[config.mk]
export PLATFORM = sky130hd
export DESIGN_NAME = frame_truncate_word_repacker
export DESIGN_NICKNAME = d
export VERILOG_FILES = /design/src/hdl/ftwr_pkg.sv /design/src/hdl/ftwr_frame_stage.sv /design/src/hdl/ftwr_pack_stage.sv /design/src/hdl/frame_truncate_word_repacker.sv
export SDC_FILE = /design/constraint.sdc
export NUM_CORES = 1
export LEC_CHECK = 0
export BUFFER_PORTS_ARGS = -buffer_cell sky130_fd_sc_hd__buf_2
export CAP_MARGIN = 40
export CORE_MARGIN = 1
export CORE_UTILIZATION = 53
export DETAILED_ROUTE_END_ITERATION = 7
export GPL_ROUTABILITY_DRIVEN = 0
export GPL_TIMING_DRIVEN = 0
export PLACE_DENSITY = 0.87
export SLEW_MARGIN = 20
export SYNTH_ARGS = -nofsm -noshare
export SYNTH_HDL_FRONTEND = slang
export SYNTH_HIERARCHICAL = 1
export SYNTH_SLANG_ARGS = --single-unit
[constraint.sdc]
create_clock -name clk -period 2.8 [get_ports clk]
set_input_delay 0.28 -clock clk [delete_from_list [all_inputs] [get_ports clk]]
set_output_delay 0.28 -clock clk [all_outputs]
set_load 0.05 [all_outputs]
[src/hdl/ftwr_pkg.sv]
`default_nettype none

package ftwr_pkg;

    localparam int FRAME_BITS_DEF = 128;
    localparam int KEPT_BITS_DEF  = 126;
    localparam int WORD_BITS_DEF  = 32;

    localparam int BYTE_BITS = 8;
    localparam int OUT_BITS  = 32;

    // Kept bits of one byte, packed down to bit 0, with their count (0..8).
    typedef struct packed {
        logic       valid;
        logic [7:0] bits;
        logic [3:0] count;
    } kept_t;

endpackage

`default_nettype wire

[src/hdl/ftwr_frame_stage.sv]
`default_nettype none

module ftwr_frame_stage #(
    parameter int FRAME_BITS = ftwr_pkg::FRAME_BITS_DEF,
    parameter int KEPT_BITS  = ftwr_pkg::KEPT_BITS_DEF
) (
    input  wire logic         clk,
    input  wire logic         rst_n,
    input  wire logic         drop_at_tail,
    input  wire logic         in_valid,
    output logic              in_ready,
    input  wire logic [7:0]   in_byte,
    input  wire logic         out_ready,
    output ftwr_pkg::kept_t   out_kept
);
    import ftwr_pkg::*;

    localparam int FRAME_BYTES = FRAME_BITS / BYTE_BITS;
    localparam int POS_W       = $clog2(FRAME_BYTES);
    localparam int BASE_W      = POS_W + 3;
    localparam int DROP_BITS   = FRAME_BITS - KEPT_BITS;

    localparam logic [BASE_W:0] DROP_L  = (BASE_W + 1)'(DROP_BITS);
    localparam logic [BASE_W:0] KEPT_L  = (BASE_W + 1)'(KEPT_BITS);
    localparam logic [BASE_W:0] BYTE_L  = (BASE_W + 1)'(BYTE_BITS);
    localparam logic [POS_W-1:0] LAST_POS = POS_W'(FRAME_BYTES - 1);

    logic [POS_W-1:0] pos_reg;
    logic [POS_W-1:0] pos_next;
    kept_t            kept_reg;
    kept_t            kept_next;
    logic [BASE_W:0]  base;
    logic [3:0]       low_drop;
    logic [3:0]       head_keep;
    logic [BASE_W:0]  tail_gap;
    logic [BASE_W:0]  head_gap;
    logic             take;

    assign in_ready = !kept_reg.valid || out_ready;
    assign take     = in_valid && in_ready;
    assign out_kept = kept_reg;

    // First frame bit carried by the incoming byte.
    assign base     = {1'b0, pos_reg, 3'b000};
    assign tail_gap = DROP_L - base;
    assign head_gap = KEPT_L - base;

    always_comb
    begin
        priority if (base >= DROP_L)
        begin
            low_drop = 4'd0;
        end
        else if (tail_gap >= BYTE_L)
        begin
            low_drop = 4'd8;
        end
        else
        begin
            low_drop = tail_gap[3:0];
        end

        priority if (base >= KEPT_L)
        begin
            head_keep = 4'd0;
        end
        else if (head_gap >= BYTE_L)
        begin
            head_keep = 4'd8;
        end
        else
        begin
            head_keep = head_gap[3:0];
        end
    end

    always_comb
    begin
        kept_next = kept_reg;
        pos_next  = pos_reg;
        if (take)
        begin
            kept_next.valid = 1'b1;
            if (drop_at_tail)
            begin
                kept_next.bits  = in_byte >> low_drop;
                kept_next.count = 4'd8 - low_drop;
            end
            else
            begin
                kept_next.bits  = in_byte & ~(8'hFF << head_keep);
                kept_next.count = head_keep;
            end
            pos_next = (pos_reg == LAST_POS) ? '0 : pos_reg + 1'b1;
        end
        else if (out_ready)
        begin
            kept_next.valid = 1'b0;
        end
    end

    always_ff @(posedge clk or negedge rst_n)
    begin
        if (!rst_n)
        begin
            pos_reg  <= '0;
            kept_reg <= '0;
        end
        else
        begin
            pos_reg  <= pos_next;
            kept_reg <= kept_next;
        end
    end

endmodule

`default_nettype wire

[src/hdl/ftwr_pack_stage.sv]
`default_nettype none

module ftwr_pack_stage #(
    parameter int WORD_BITS = ftwr_pkg::WORD_BITS_DEF
) (
    input  wire logic                          clk,
    input  wire logic                          rst_n,
    input  wire ftwr_pkg::kept_t               in_kept,
    output logic                               in_ready,
    output logic                               word_valid,
    input  wire logic                          word_ready,
    output logic [ftwr_pkg::OUT_BITS-1:0]      word_data
);
    import ftwr_pkg::*;

    localparam int ACC_W = WORD_BITS + 7;
    localparam int CNT_W = $clog2(WORD_BITS);
    localparam int SUM_W = $clog2(WORD_BITS + 8);
    localparam logic [SUM_W-1:0] WORD_L = SUM_W'(WORD_BITS);

    logic [WORD_BITS-2:0]  pend_reg;
    logic [WORD_BITS-2:0]  pend_next;
    logic [CNT_W-1:0]      cnt_reg;
    logic [CNT_W-1:0]      cnt_next;
    logic                  valid_reg;
    logic                  valid_next;
    logic [OUT_BITS-1:0]   word_reg;
    logic [OUT_BITS-1:0]   word_next;
    logic [ACC_W-1:0]      merged;
    logic [SUM_W-1:0]      total;
    logic [WORD_BITS-1:0]  full_word;
    logic                  free;

    assign free       = !valid_reg || word_ready;
    assign in_ready   = free;
    assign word_valid = valid_reg;
    assign word_data  = word_reg;

    // New bits land directly above the pending ones.
    assign merged    = ACC_W'(pend_reg) | (ACC_W'(in_kept.bits) << cnt_reg);
    assign total     = SUM_W'(cnt_reg) + SUM_W'(in_kept.count);
    assign full_word = merged[WORD_BITS-1:0];

    always_comb
    begin
        pend_next  = pend_reg;
        cnt_next   = cnt_reg;
        valid_next = valid_reg;
        word_next  = word_reg;
        if (free)
        begin
            valid_next = 1'b0;
            if (in_kept.valid)
            begin
                if (total >= WORD_L)
                begin
                    valid_next = 1'b1;
                    word_next  = OUT_BITS'(full_word);
                    pend_next  = (WORD_BITS - 1)'(merged >> WORD_BITS);
                    cnt_next   = CNT_W'(total - WORD_L);
                end
                else
                begin
                    pend_next = merged[WORD_BITS-2:0];
                    cnt_next  = total[CNT_W-1:0];
                end
            end
        end
    end

    always_ff @(posedge clk or negedge rst_n)
    begin
        if (!rst_n)
        begin
            pend_reg  <= '0;
            cnt_reg   <= '0;
            valid_reg <= 1'b0;
        end
        else
        begin
            pend_reg  <= pend_next;
            cnt_reg   <= cnt_next;
            valid_reg <= valid_next;
        end
    end

    always_ff @(posedge clk)
    begin
        word_reg <= word_next;
    end

endmodule

`default_nettype wire

[src/hdl/frame_truncate_word_repacker.sv]
// Channel   | Direction | Ports                                   | Payload
// ----------+-----------+-----------------------------------------+------------------------------
// s         | in        | s_tvalid, s_tready, s_tdata[7:0]        | data_byte
// m         | out       | m_tvalid, m_tready, m_tdata[31:0]       | packed_word
// cfg       | in        | cfg_valid, cfg_ready, cfg_data[0:0]     | drop_at_tail
//
// Every byte passes through two register stages: the frame stage strips the dropped bits
// and packs the kept ones down, and the pack stage appends them to the pending bits and
// loads a finished word into the output register. One byte is taken every clock cycle
// while m is not stalled. A byte accepted on s is registered in the frame stage, and the
// word it completes, if any, is then registered in the pack stage and offered on m.
// Reset (rst_n low, asynchronous) empties both stages, clears the pending bits, starts a
// new frame and sets drop_at_tail to 1. The configuration port is always ready.
// A stall on m holds the output word and backs up into s_tready through the frame stage.
`default_nettype none

module frame_truncate_word_repacker #(
    parameter int FRAME_BITS = ftwr_pkg::FRAME_BITS_DEF,
    parameter int KEPT_BITS  = ftwr_pkg::KEPT_BITS_DEF,
    parameter int WORD_BITS  = ftwr_pkg::WORD_BITS_DEF
) (
    input  wire logic                           clk,
    input  wire logic                           rst_n,
    // Input byte stream.
    input  wire logic                           s_tvalid,
    output logic                                s_tready,
    input  wire logic [7:0]                     s_tdata,   // [7:0] data_byte
    // Output word stream.
    output logic                                m_tvalid,
    input  wire logic                           m_tready,
    output logic [ftwr_pkg::OUT_BITS-1:0]       m_tdata,   // [31:0] packed_word
    // Configuration write channel.
    input  wire logic                           cfg_valid,
    output logic                                cfg_ready,
    input  wire logic [0:0]                     cfg_data   // [0] drop_at_tail
);
    import ftwr_pkg::*;

    logic  drop_at_tail_reg;
    logic  drop_at_tail_next;
    kept_t kept;
    logic  pack_ready;

    // The register may be written at any cycle; the block only relies on it being
    // stable while bytes are in flight.
    assign cfg_ready         = 1'b1;
    assign drop_at_tail_next = (cfg_valid && cfg_ready) ? cfg_data[0] : drop_at_tail_reg;

    always_ff @(posedge clk or negedge rst_n)
    begin
        if (!rst_n)
        begin
            drop_at_tail_reg <= 1'b1;
        end
        else
        begin
            drop_at_tail_reg <= drop_at_tail_next;
        end
    end

    // Frame stage: tracks the byte position inside the frame and removes the dropped
    // bits, leaving the kept bits of the byte packed at bit 0 with their count.
    ftwr_frame_stage #(
        .FRAME_BITS (FRAME_BITS),
        .KEPT_BITS  (KEPT_BITS)
    ) u_frame_stage (
        .clk          (clk),
        .rst_n        (rst_n),
        .drop_at_tail (drop_at_tail_reg),
        .in_valid     (s_tvalid),
        .in_ready     (s_tready),
        .in_byte      (s_tdata),
        .out_ready    (pack_ready),
        .out_kept     (kept)
    );

    // Pack stage: appends kept bits to the pending accumulator and emits a word
    // whenever WORD_BITS bits are gathered; leftovers stay for the next byte.
    ftwr_pack_stage #(
        .WORD_BITS (WORD_BITS)
    ) u_pack_stage (
        .clk        (clk),
        .rst_n      (rst_n),
        .in_kept    (kept),
        .in_ready   (pack_ready),
        .word_valid (m_tvalid),
        .word_ready (m_tready),
        .word_data  (m_tdata)
    );

endmodule

`default_nettype wire

==> results by group, run 1 <==
Pwr
  • Combinational share of power: 50.3%
  • Worst VDD drop: 0.0006302 V
  • Power per cell area: 1210 nW/µm²
  • Switch Pwr: 0.002623 W
  • Pint: 0.003216 W
  • Leak: 2.138 nW
  • Net Sw Frac: 44.92%
  • Sequential fraction of design power: 36.3%
  • Clock Power Share: 13.4%

Floorplan
  • Core area: 7727 µm²
  • Die H: 91.62 µm
  • # IOs: 49
  • Row count: 32
  • Initial core utilization: 55.08%
  • Die W: 91.62 µm
  • Die area: 8393 µm²

Layout
  • Largest register FFs: 32
  • Nets: 444
  • Final Core Density: 62.47%
  • ANT cells: 0
  • P&R area growth vs syn: 13.40%
  • Share of post-route cells with drive strength above 1: 23.36%

Synth
  • Fraction of registers with async set/reset: 62.35%
  • Ys Warns: 6
  • Post-synth EDFFs: 32
  • Main combinational cell family by area after synthesis: compound AO/OA/AOI/OAI gates
  • Post-synthesis adder-cell area fraction: 2.234%
  • Cell Area, Synth: 4257 µm²
  • Distinct cells, synth: 63
  • Synthesized net count: 385
  • Synth Area in Simple Gates: 12.43%
  • Ys flop type: dfrtp_1
  • Syn Area/Cell: 11.69 µm²
  • Number of synthesized register bits: 85
  • Sequential area share after synthesis: 53.76%
  • Cells after synthesis: 364
  • Mux cell area share after synthesis: 7.055%
  • Xor/xnor cell area share of the yosys netlist: 0.8230%
  • Complex-gate fraction of the synthesized area: 19.84%

Place
  • Worst slack at placement: -0.5824 ns
  • Post-DP HPWL: 6.772 mm
  • Port buffer count: 47

GRT
  • Largest net degree at the start of global routing: 54
  • Number of global-route vias before repair: 3,181
  • First-pass GRT wire length: 15.90 mm
  • Grt ovf: 0
  • Initial antenna violation count: 0
  • GRT Total Usage: 24.80%

Route
  • Drt wl/cell: 18.42 µm
  • Via count: 3,279
  • Detail Route Antenna Nets: 0
  • Initial DRT Pass Iterations: 5
  • Vias per inst: 6.187
  • # DRC: 0
  • Initial DRC Count: 230
  • Drt total wl: 9.761 mm

Critical path
  • CP max FO: 41
  • Worst EP required: 2.85 ns
  • R2R Path End: u_pack_stage/word_data[17]$_DFFE_PP_
  • CP Class: flip-flop to flip-flop
  • R2R cell count: 7
  • CP Launch Type: flip-flop
  • RR Startpoint: u_frame_stage/out_kept[2]$_DFFE_PN0P_
  • CP Data Arrival Time: 2.70 ns
  • Crit path capture type: flip-flop
  • Worst reg2reg setup slack: 0.14 ns

Timing
  • Final setup violation count: 0
  • Pins Over Slew Limit: 0
  • Final hold vios: 0
  • Final Worst Setup Slack: 0.1424 ns
  • Worst slew pin tran: 0.8427 ns
  • Slew HR: 43.03%
  • Clk_skew: 0.007436 ns
  • Max Freq: 0.3763 GHz
  • Setup TNS: 0 ns
  • Period utilisation layout: 94.92%
  • Tmin final: 2.658 ns

CTS
  • CTS Buffer Depth: 2
  • CTS Buf Count: 9
  • # H-tree levels: 3
  • Postcts setup bufs: 0
  • # clock sinks: 85
  • Clock root cell: clkbuf_8
  • Clock-pin slew on the worst setup and hold paths: 0.09 ns
  • Clk_lat worst skew: 0.36 ns
  • CTS tree: yes

Flow run
  • Max_cap viols: 0

Worst hold path
  • Tightest Hold Check Type: input port to flip-flop
  • Hold_sp: cfg_data
  • Hold path cells: 2
  • Hold path endpoint: drop_at_tail_reg$_DFFE_PN1P_

Run status
  • Status: complete, no violations
## metrics by stage
step	instance area, µm²	hold slack, ns	power, W	cells
after floorplan	4257	-0.01559	0.004245	364
after global placement	4619	0.4648	0.004824	513
after detailed placement	4622	0.3602	0.004971	513
after CTS	4817	0.1324	0.005783	530
after global routing	4827	0.1313	0.006164	530
final	4827	0.1440	0.005839	530
## routing by layer
layer	up-vias	share of wire [%]	track usage, %
li1	1485	-	-
met1	1611	41	30.06
met2	155	49	40.54
met3	28	7.2	7.794
met4	0	2.6	10.98
met5	-	0	1.923
## how the worst max path moves through the flow
stage                                                     start                               endpoint  slack [ns]  depth (start not counted)
final                     u_frame_stage/out_kept[2]$_DFFE_PN0P_   u_pack_stage/word_data[17]$_DFFE_PP_        0.14                          7
after global routing      u_frame_stage/out_kept[2]$_DFFE_PN0P_  u_pack_stage/pend_reg[17]$_DFFE_PN0P_      -0.006                          8
after CTS                 u_frame_stage/out_kept[2]$_DFFE_PN0P_   u_pack_stage/word_data[25]$_DFFE_PP_        0.10                          7
after detailed placement  u_frame_stage/out_kept[2]$_DFFE_PN0P_   u_pack_stage/pend_reg[2]$_DFFE_PN0P_       -0.58                          8
after global placement    u_frame_stage/out_kept[2]$_DFFE_PN0P_    u_pack_stage/word_data[2]$_DFFE_PP_       -0.45                          7
after floorplan           u_frame_stage/out_kept[2]$_DFFE_PN0P_    u_pack_stage/word_data[0]$_DFFE_PP_        0.16                          7
## worst max-delay path, cell delays in order (launching register included)
cell	delay, ns
dfrtp_1	0.44
buf_4	0.16
ha_1	0.33
o21ai_0	0.19
o21bai_4	0.33
nand2_1	0.26
inv_1	0.24
clkbuf_8	0.36
## kinds of logic after synthesis
group / after synthesis
AOI/OAI and AO/OA: 115
and+or+nand+nor: 95
DFF: 85
buffers and inverters: 35
muxes: 21
adders and majority gates: 7
xor gates and xnor gates: 4
other: 2
## what timing repair did
action                                 in CTS  in global routing
endpoints found under the hold margin      52                  0
hold buffers                                1                  0
setup endpoints to repair                  44                 41
resized for setup                           3                  2
## power groups by stage
| stage | Clock [W] | Sequential [W] | Combinational (W) |
|---|---|---|---|
| 2_1_floorplan | 0 | 0.00243 | 0.00182 |
| 3_3_place_gp | 0 | 0.00210 | 0.00272 |
| 3_5_place_dp | 0 | 0.00214 | 0.00283 |
| 4_1_cts | 0.000801 | 0.00212 | 0.00287 |
| 5_1_grt | 0.000849 | 0.00217 | 0.00314 |
| 6_report | 0.000782 | 0.00212 | 0.00294 |
## area by class of cell
type / instances / area (µm²)
Inverter: 12 / 45.04
Clock buffer: 9 / 123.9
Clock inverter: 7 / 51.30
Tap cell: 102 / 127.6
Fill cell: 593 / 2900
Buffer: 23 / 120.1
Multi-Input combinational cell: 244 / 1823
Timing Repair Buffer: 48 / 247.7
Sequential cell: 85 / 2288
## cell usage after synthesis (3+ instances only)
| cell | number | area share, % |
|---|---|---|
| dfrtp_1 | 52 | 31 |
| edfxtp_1 | 32 | 23 |
| nand2_1 | 31 | 2.7 |
| o21ai_0 | 20 | 2.4 |
| a21o_1 | 18 | 3.2 |
| a21oi_1 | 14 | 1.6 |
| nor2_1 | 14 | 1.2 |
| clkbuf_1 | 12 | 1.1 |
| inv_1 | 11 | 0.97 |
| a221o_1 | 10 | 2.4 |
| a22o_1 | 8 | 1.6 |
| mux2_2 | 8 | 2.1 |
| a211oi_1 | 7 | 1.2 |
| nand2b_1 | 7 | 1.0 |
| nor2b_1 | 7 | 1.0 |
| a31oi_1 | 6 | 0.88 |
| and2_1 | 6 | 0.88 |
| and3_2 | 6 | 1.1 |
| ha_1 | 6 | 1.8 |
| mux2i_1 | 6 | 1.4 |
| buf_2 | 5 | 0.59 |
| nand3_1 | 5 | 0.59 |
| o31ai_1 | 5 | 0.88 |
| o21bai_1 | 4 | 0.71 |
| o2bb2ai_1 | 4 | 0.82 |
| a221oi_1 | 3 | 0.62 |
| a32o_1 | 3 | 0.71 |
| and3_1 | 3 | 0.44 |
| buf_4 | 3 | 0.53 |
| mux4_2 | 3 | 1.6 |
| nor3_1 | 3 | 0.35 |
## placed cells by master (no fill, tap or decap), types with 4 or more instances in the layout
cell type,instances
buf_2,50
nor2_1,14
mux2i_1,6
and3_2,6
o31ai_1,5
nand3_1,5
a31oi_1,6
mux2_2,8
clkbuf_1,12
and2_1,6
nor2b_1,7
nand2b_1,7
o2bb2ai_1,4
a21o_1,18
clkbuf_8,10
ha_1,6
dfrtp_1,52
inv_1,11
buf_4,4
nand2_1,31
a22o_1,8
edfxtp_1,32
a21oi_1,14
a221o_1,10
a211oi_1,7
o21ai_0,20
(Power assumes the default switching activity.)
==> run 2: changes to the inputs <==
--- a/config.mk
+++ b/config.mk
@@ -5,14 +5,15 @@
 export SDC_FILE = /design/constraint.sdc
 export NUM_CORES = 1
 export LEC_CHECK = 0
-export BUFFER_PORTS_ARGS = -buffer_cell sky130_fd_sc_hd__buf_2
+export ABC_AREA = 0
 export CAP_MARGIN = 40
 export CORE_MARGIN = 1
-export CORE_UTILIZATION = 53
+export CORE_UTILIZATION = 57
 export DETAILED_ROUTE_END_ITERATION = 7
+export DONT_BUFFER_PORTS = 1
 export GPL_ROUTABILITY_DRIVEN = 0
 export GPL_TIMING_DRIVEN = 0
-export PLACE_DENSITY = 0.87
+export PLACE_DENSITY = 0.86
 export SLEW_MARGIN = 20
 export SYNTH_ARGS = -nofsm -noshare
 export SYNTH_HDL_FRONTEND = slang
==> results by group, run 2 (synthesis results as in run 1) <==
Run status
  • Status: complete, no violations

GRT
  • First-pass GRT wire length: 14.95 mm (-6.0%)
  • Grt ovf: 0 (unchanged)
  • Initial antenna violation count: 0 (unchanged)
  • Number of global-route vias before repair: 2,982 (-6.3%)
  • Largest net degree at the start of global routing: 54 (unchanged)
  • GRT Total Usage: 25.67% (+0.87 points)

CTS
  • Clock-pin slew on the worst setup and hold paths: 0.08 ns (about the same)
  • Clock root cell: clkbuf_8
  • CTS Buf Count: 9 (unchanged)
  • CTS tree: yes
  • # clock sinks: 85 (unchanged)
  • CTS Buffer Depth: 2 (unchanged)
  • # H-tree levels: 3 (unchanged)
  • Clk_lat worst skew: 0.36 ns (about the same)

Layout
  • Most frequent cells in the layout: dfrtp_1 (52), edfxtp_1 (32), nand2_1 (31), o21ai_0 (20), a21o_1 (18)
  • Most common cell after layout, fill and taps aside: dfrtp_1
  • Largest register FFs: 32 (unchanged)
  • Share of post-route cells with drive strength above 1: 14.62% (-8.7 points)
  • Nets: 399 (-10%)
  • Fill cells: 599 (+1.0%)
  • Final Core Density: 63.53% (+1.1 points)
  • ANT cells: 0 (unchanged)
  • P&R area growth vs syn: 8.260%

Pwr
  • Switch Pwr: 0.002561 W (-2.4%)
  • Pint: 0.003157 W (-1.8%)
  • Sequential fraction of design power: 43.9% (+7.6 points)
  • Worst VDD drop: 0.0005274 V (-16%)
  • Clock Power Share: 13.6% (+0.2 points)
  • Leak: 1.971 nW (-7.8%)
  • Net Sw Frac: 44.79% (-0.14 points)
  • Combinational share of power: 42.5% (-7.8 points)
  • Power per cell area: 1241 nW/µm² (+2.6%)

Timing
  • Hold WS: 0.02175 ns (-0.1222 ns)
  • Setup TNS: 0 ns (unchanged)
  • Max Freq: 0.3789 GHz (+0.69%)
  • Final hold vios: 0 (unchanged)
  • RSZ-0062 raised after global routing: no
  • Tmin final: 2.640 ns (-0.01810 ns)
  • Final setup violation count: 0 (unchanged)
  • Worst slew pin tran: 0.9097 ns (+0.06699 ns)
  • Slew HR: 38.53% (-4.5 points)
  • Pins Over Slew Limit: 0 (unchanged)
  • Clk_skew: 0.01132 ns (+0.003881 ns)
  • Period utilisation layout: 94.27% (-0.65 points)
  • Final Worst Setup Slack: 0.1605 ns (+0.01810 ns)

Worst hold path
  • Hold path endpoint: u_frame_stage/out_kept[12]$_DFFE_PN0P_
  • Hold_sp: s_tvalid
  • Hold path cells: 1 (-1)
  • Tightest Hold Check Type: input port to flip-flop

Floorplan
  • Die H: 88.42 µm (-3.5%)
  • Die area: 7817 µm² (-6.9%)
  • Core area: 7253 µm² (-6.1%)
  • Die W: 88.42 µm (-3.5%)
  • Initial core utilization: 58.69% (+3.6 points)
  • # IOs: 49 (unchanged)
  • Row count: 31 (-3.1%)

Place
  • Worst slack at placement: -0.5875 ns (-0.005085 ns)
  • Port buffer count: 0 (-100%)
  • Post-DP HPWL: 6.459 mm (-4.6%)

Flow run
  • Max_cap viols: 0 (unchanged)

Critical path
  • Crit path capture type: flip-flop
  • Worst Setup SP: u_pack_stage/word_valid$_DFFE_PN0N_
  • R2R Path End: u_frame_stage/out_kept[8]$_DFFE_PN0P_
  • CP Launch Type: flip-flop
  • R2R cell count: 6 (-1)
  • RR Startpoint: u_pack_stage/word_valid$_DFFE_PN0N_
  • CP Data Arrival Time: 2.89 ns (+0.19 ns)
  • CP Class: flip-flop to flip-flop
  • CP max FO: 10 (-76%)
  • Worst reg2reg setup slack: 0.16 ns (+0.02 ns)
  • Worst EP required: 3.05 ns (+0.20 ns)

Route
  • # DRC: 0 (unchanged)
  • Vias per inst: 6.423 (+3.8%)
  • Drt total wl: 9.173 mm (-6.0%)
  • Drt wl/cell: 19.03 µm (+3.3%)
  • Initial DRC Count: 222 (-3.5%)
  • Detail Route Antenna Nets: 0 (unchanged)
  • Initial DRT Pass Iterations: 5 (unchanged)
  • Via count: 3,096 (-5.6%)
==> run 2: timing repair <==
| action | in CTS | in global routing |
|---|---|---|
| hold buffers | 2 | 0 |
| setup buffers | 0 | 1 |
| gates resized for setup | 2 | 1 |
| pin swaps | 0 | 1 |
| hold endpoints to repair | 53 | 0 |
| setup endpoints to repair | 41 | 41 |
==> run 2: metrics by stage <==
| step | power [W] | cells | instance area [µm²] |
|---|---|---|---|
| 2_1_floorplan | 0.004245 | 364 | 4257 |
| 3_3_place_gp | 0.004712 | 463 | 4380 |
| 3_5_place_dp | 0.004850 | 463 | 4380 |
| 4_1_cts | 0.005663 | 481 | 4597 |
| 5_1_grt | 0.006041 | 482 | 4608 |
| 6_report | 0.005718 | 482 | 4608 |
==> run 2: worst max-delay path by stage <==
stage                                                        to  slack (ns)  cells past startpoint
after floorplan             u_pack_stage/word_data[0]$_DFFE_PP_        0.16                      7
after global placement      u_pack_stage/word_data[2]$_DFFE_PP_       -0.40                      7
after detailed placement   u_pack_stage/pend_reg[2]$_DFFE_PN0P_       -0.59                      8
after CTS                  u_pack_stage/pend_reg[2]$_DFFE_PN0P_        0.01                      8
after global routing      u_frame_stage/out_kept[8]$_DFFE_PN0P_       0.008                      6
final                     u_frame_stage/out_kept[8]$_DFFE_PN0P_        0.16                      6
==> run 2: area by class of cell <==
class / instances / area, µm² / area share, %
timing repair buffer: 3 / 45.04 / 0.9775
tap: 99 / 123.9 / 2.688
inverter: 12 / 45.04 / 0.9775
sequential: 85 / 2288 / 49.66
clock buffer: 9 / 123.9 / 2.688
buffer: 23 / 117.6 / 2.552
multi-input combinational: 244 / 1815 / 39.40
clock inverter: 7 / 48.80 / 1.059
==> run 2: layer usage <==
layer	up-vias	part of all wire [%]	GRT usage [%]
met5	-	0	0
met4	0	3.1	14.08
met3	21	6.1	5.037
met2	150	48	39.79
met1	1527	43	34.11
li1	1398	-	-
==> run 2: power by group through the flow <==
stage	clock network (W)	registers [W]	logic (W)
after detailed placement	0	0.00253	0.00232
after global routing	0.000843	0.00256	0.00264
after CTS	0.000793	0.00251	0.00236
after floorplan	0	0.00243	0.00182
after global placement	0	0.00250	0.00222
final	0.000778	0.00251	0.00243
==> run 2: critical path: stages (launching register included) <==
cell	delay (ns)
dfrtp_1	0.57
nand2b_1	0.16
buf_2	0.23
nand2b_1	0.58
nand2_1	0.30
clkbuf_1	0.29
a221o_1	0.40
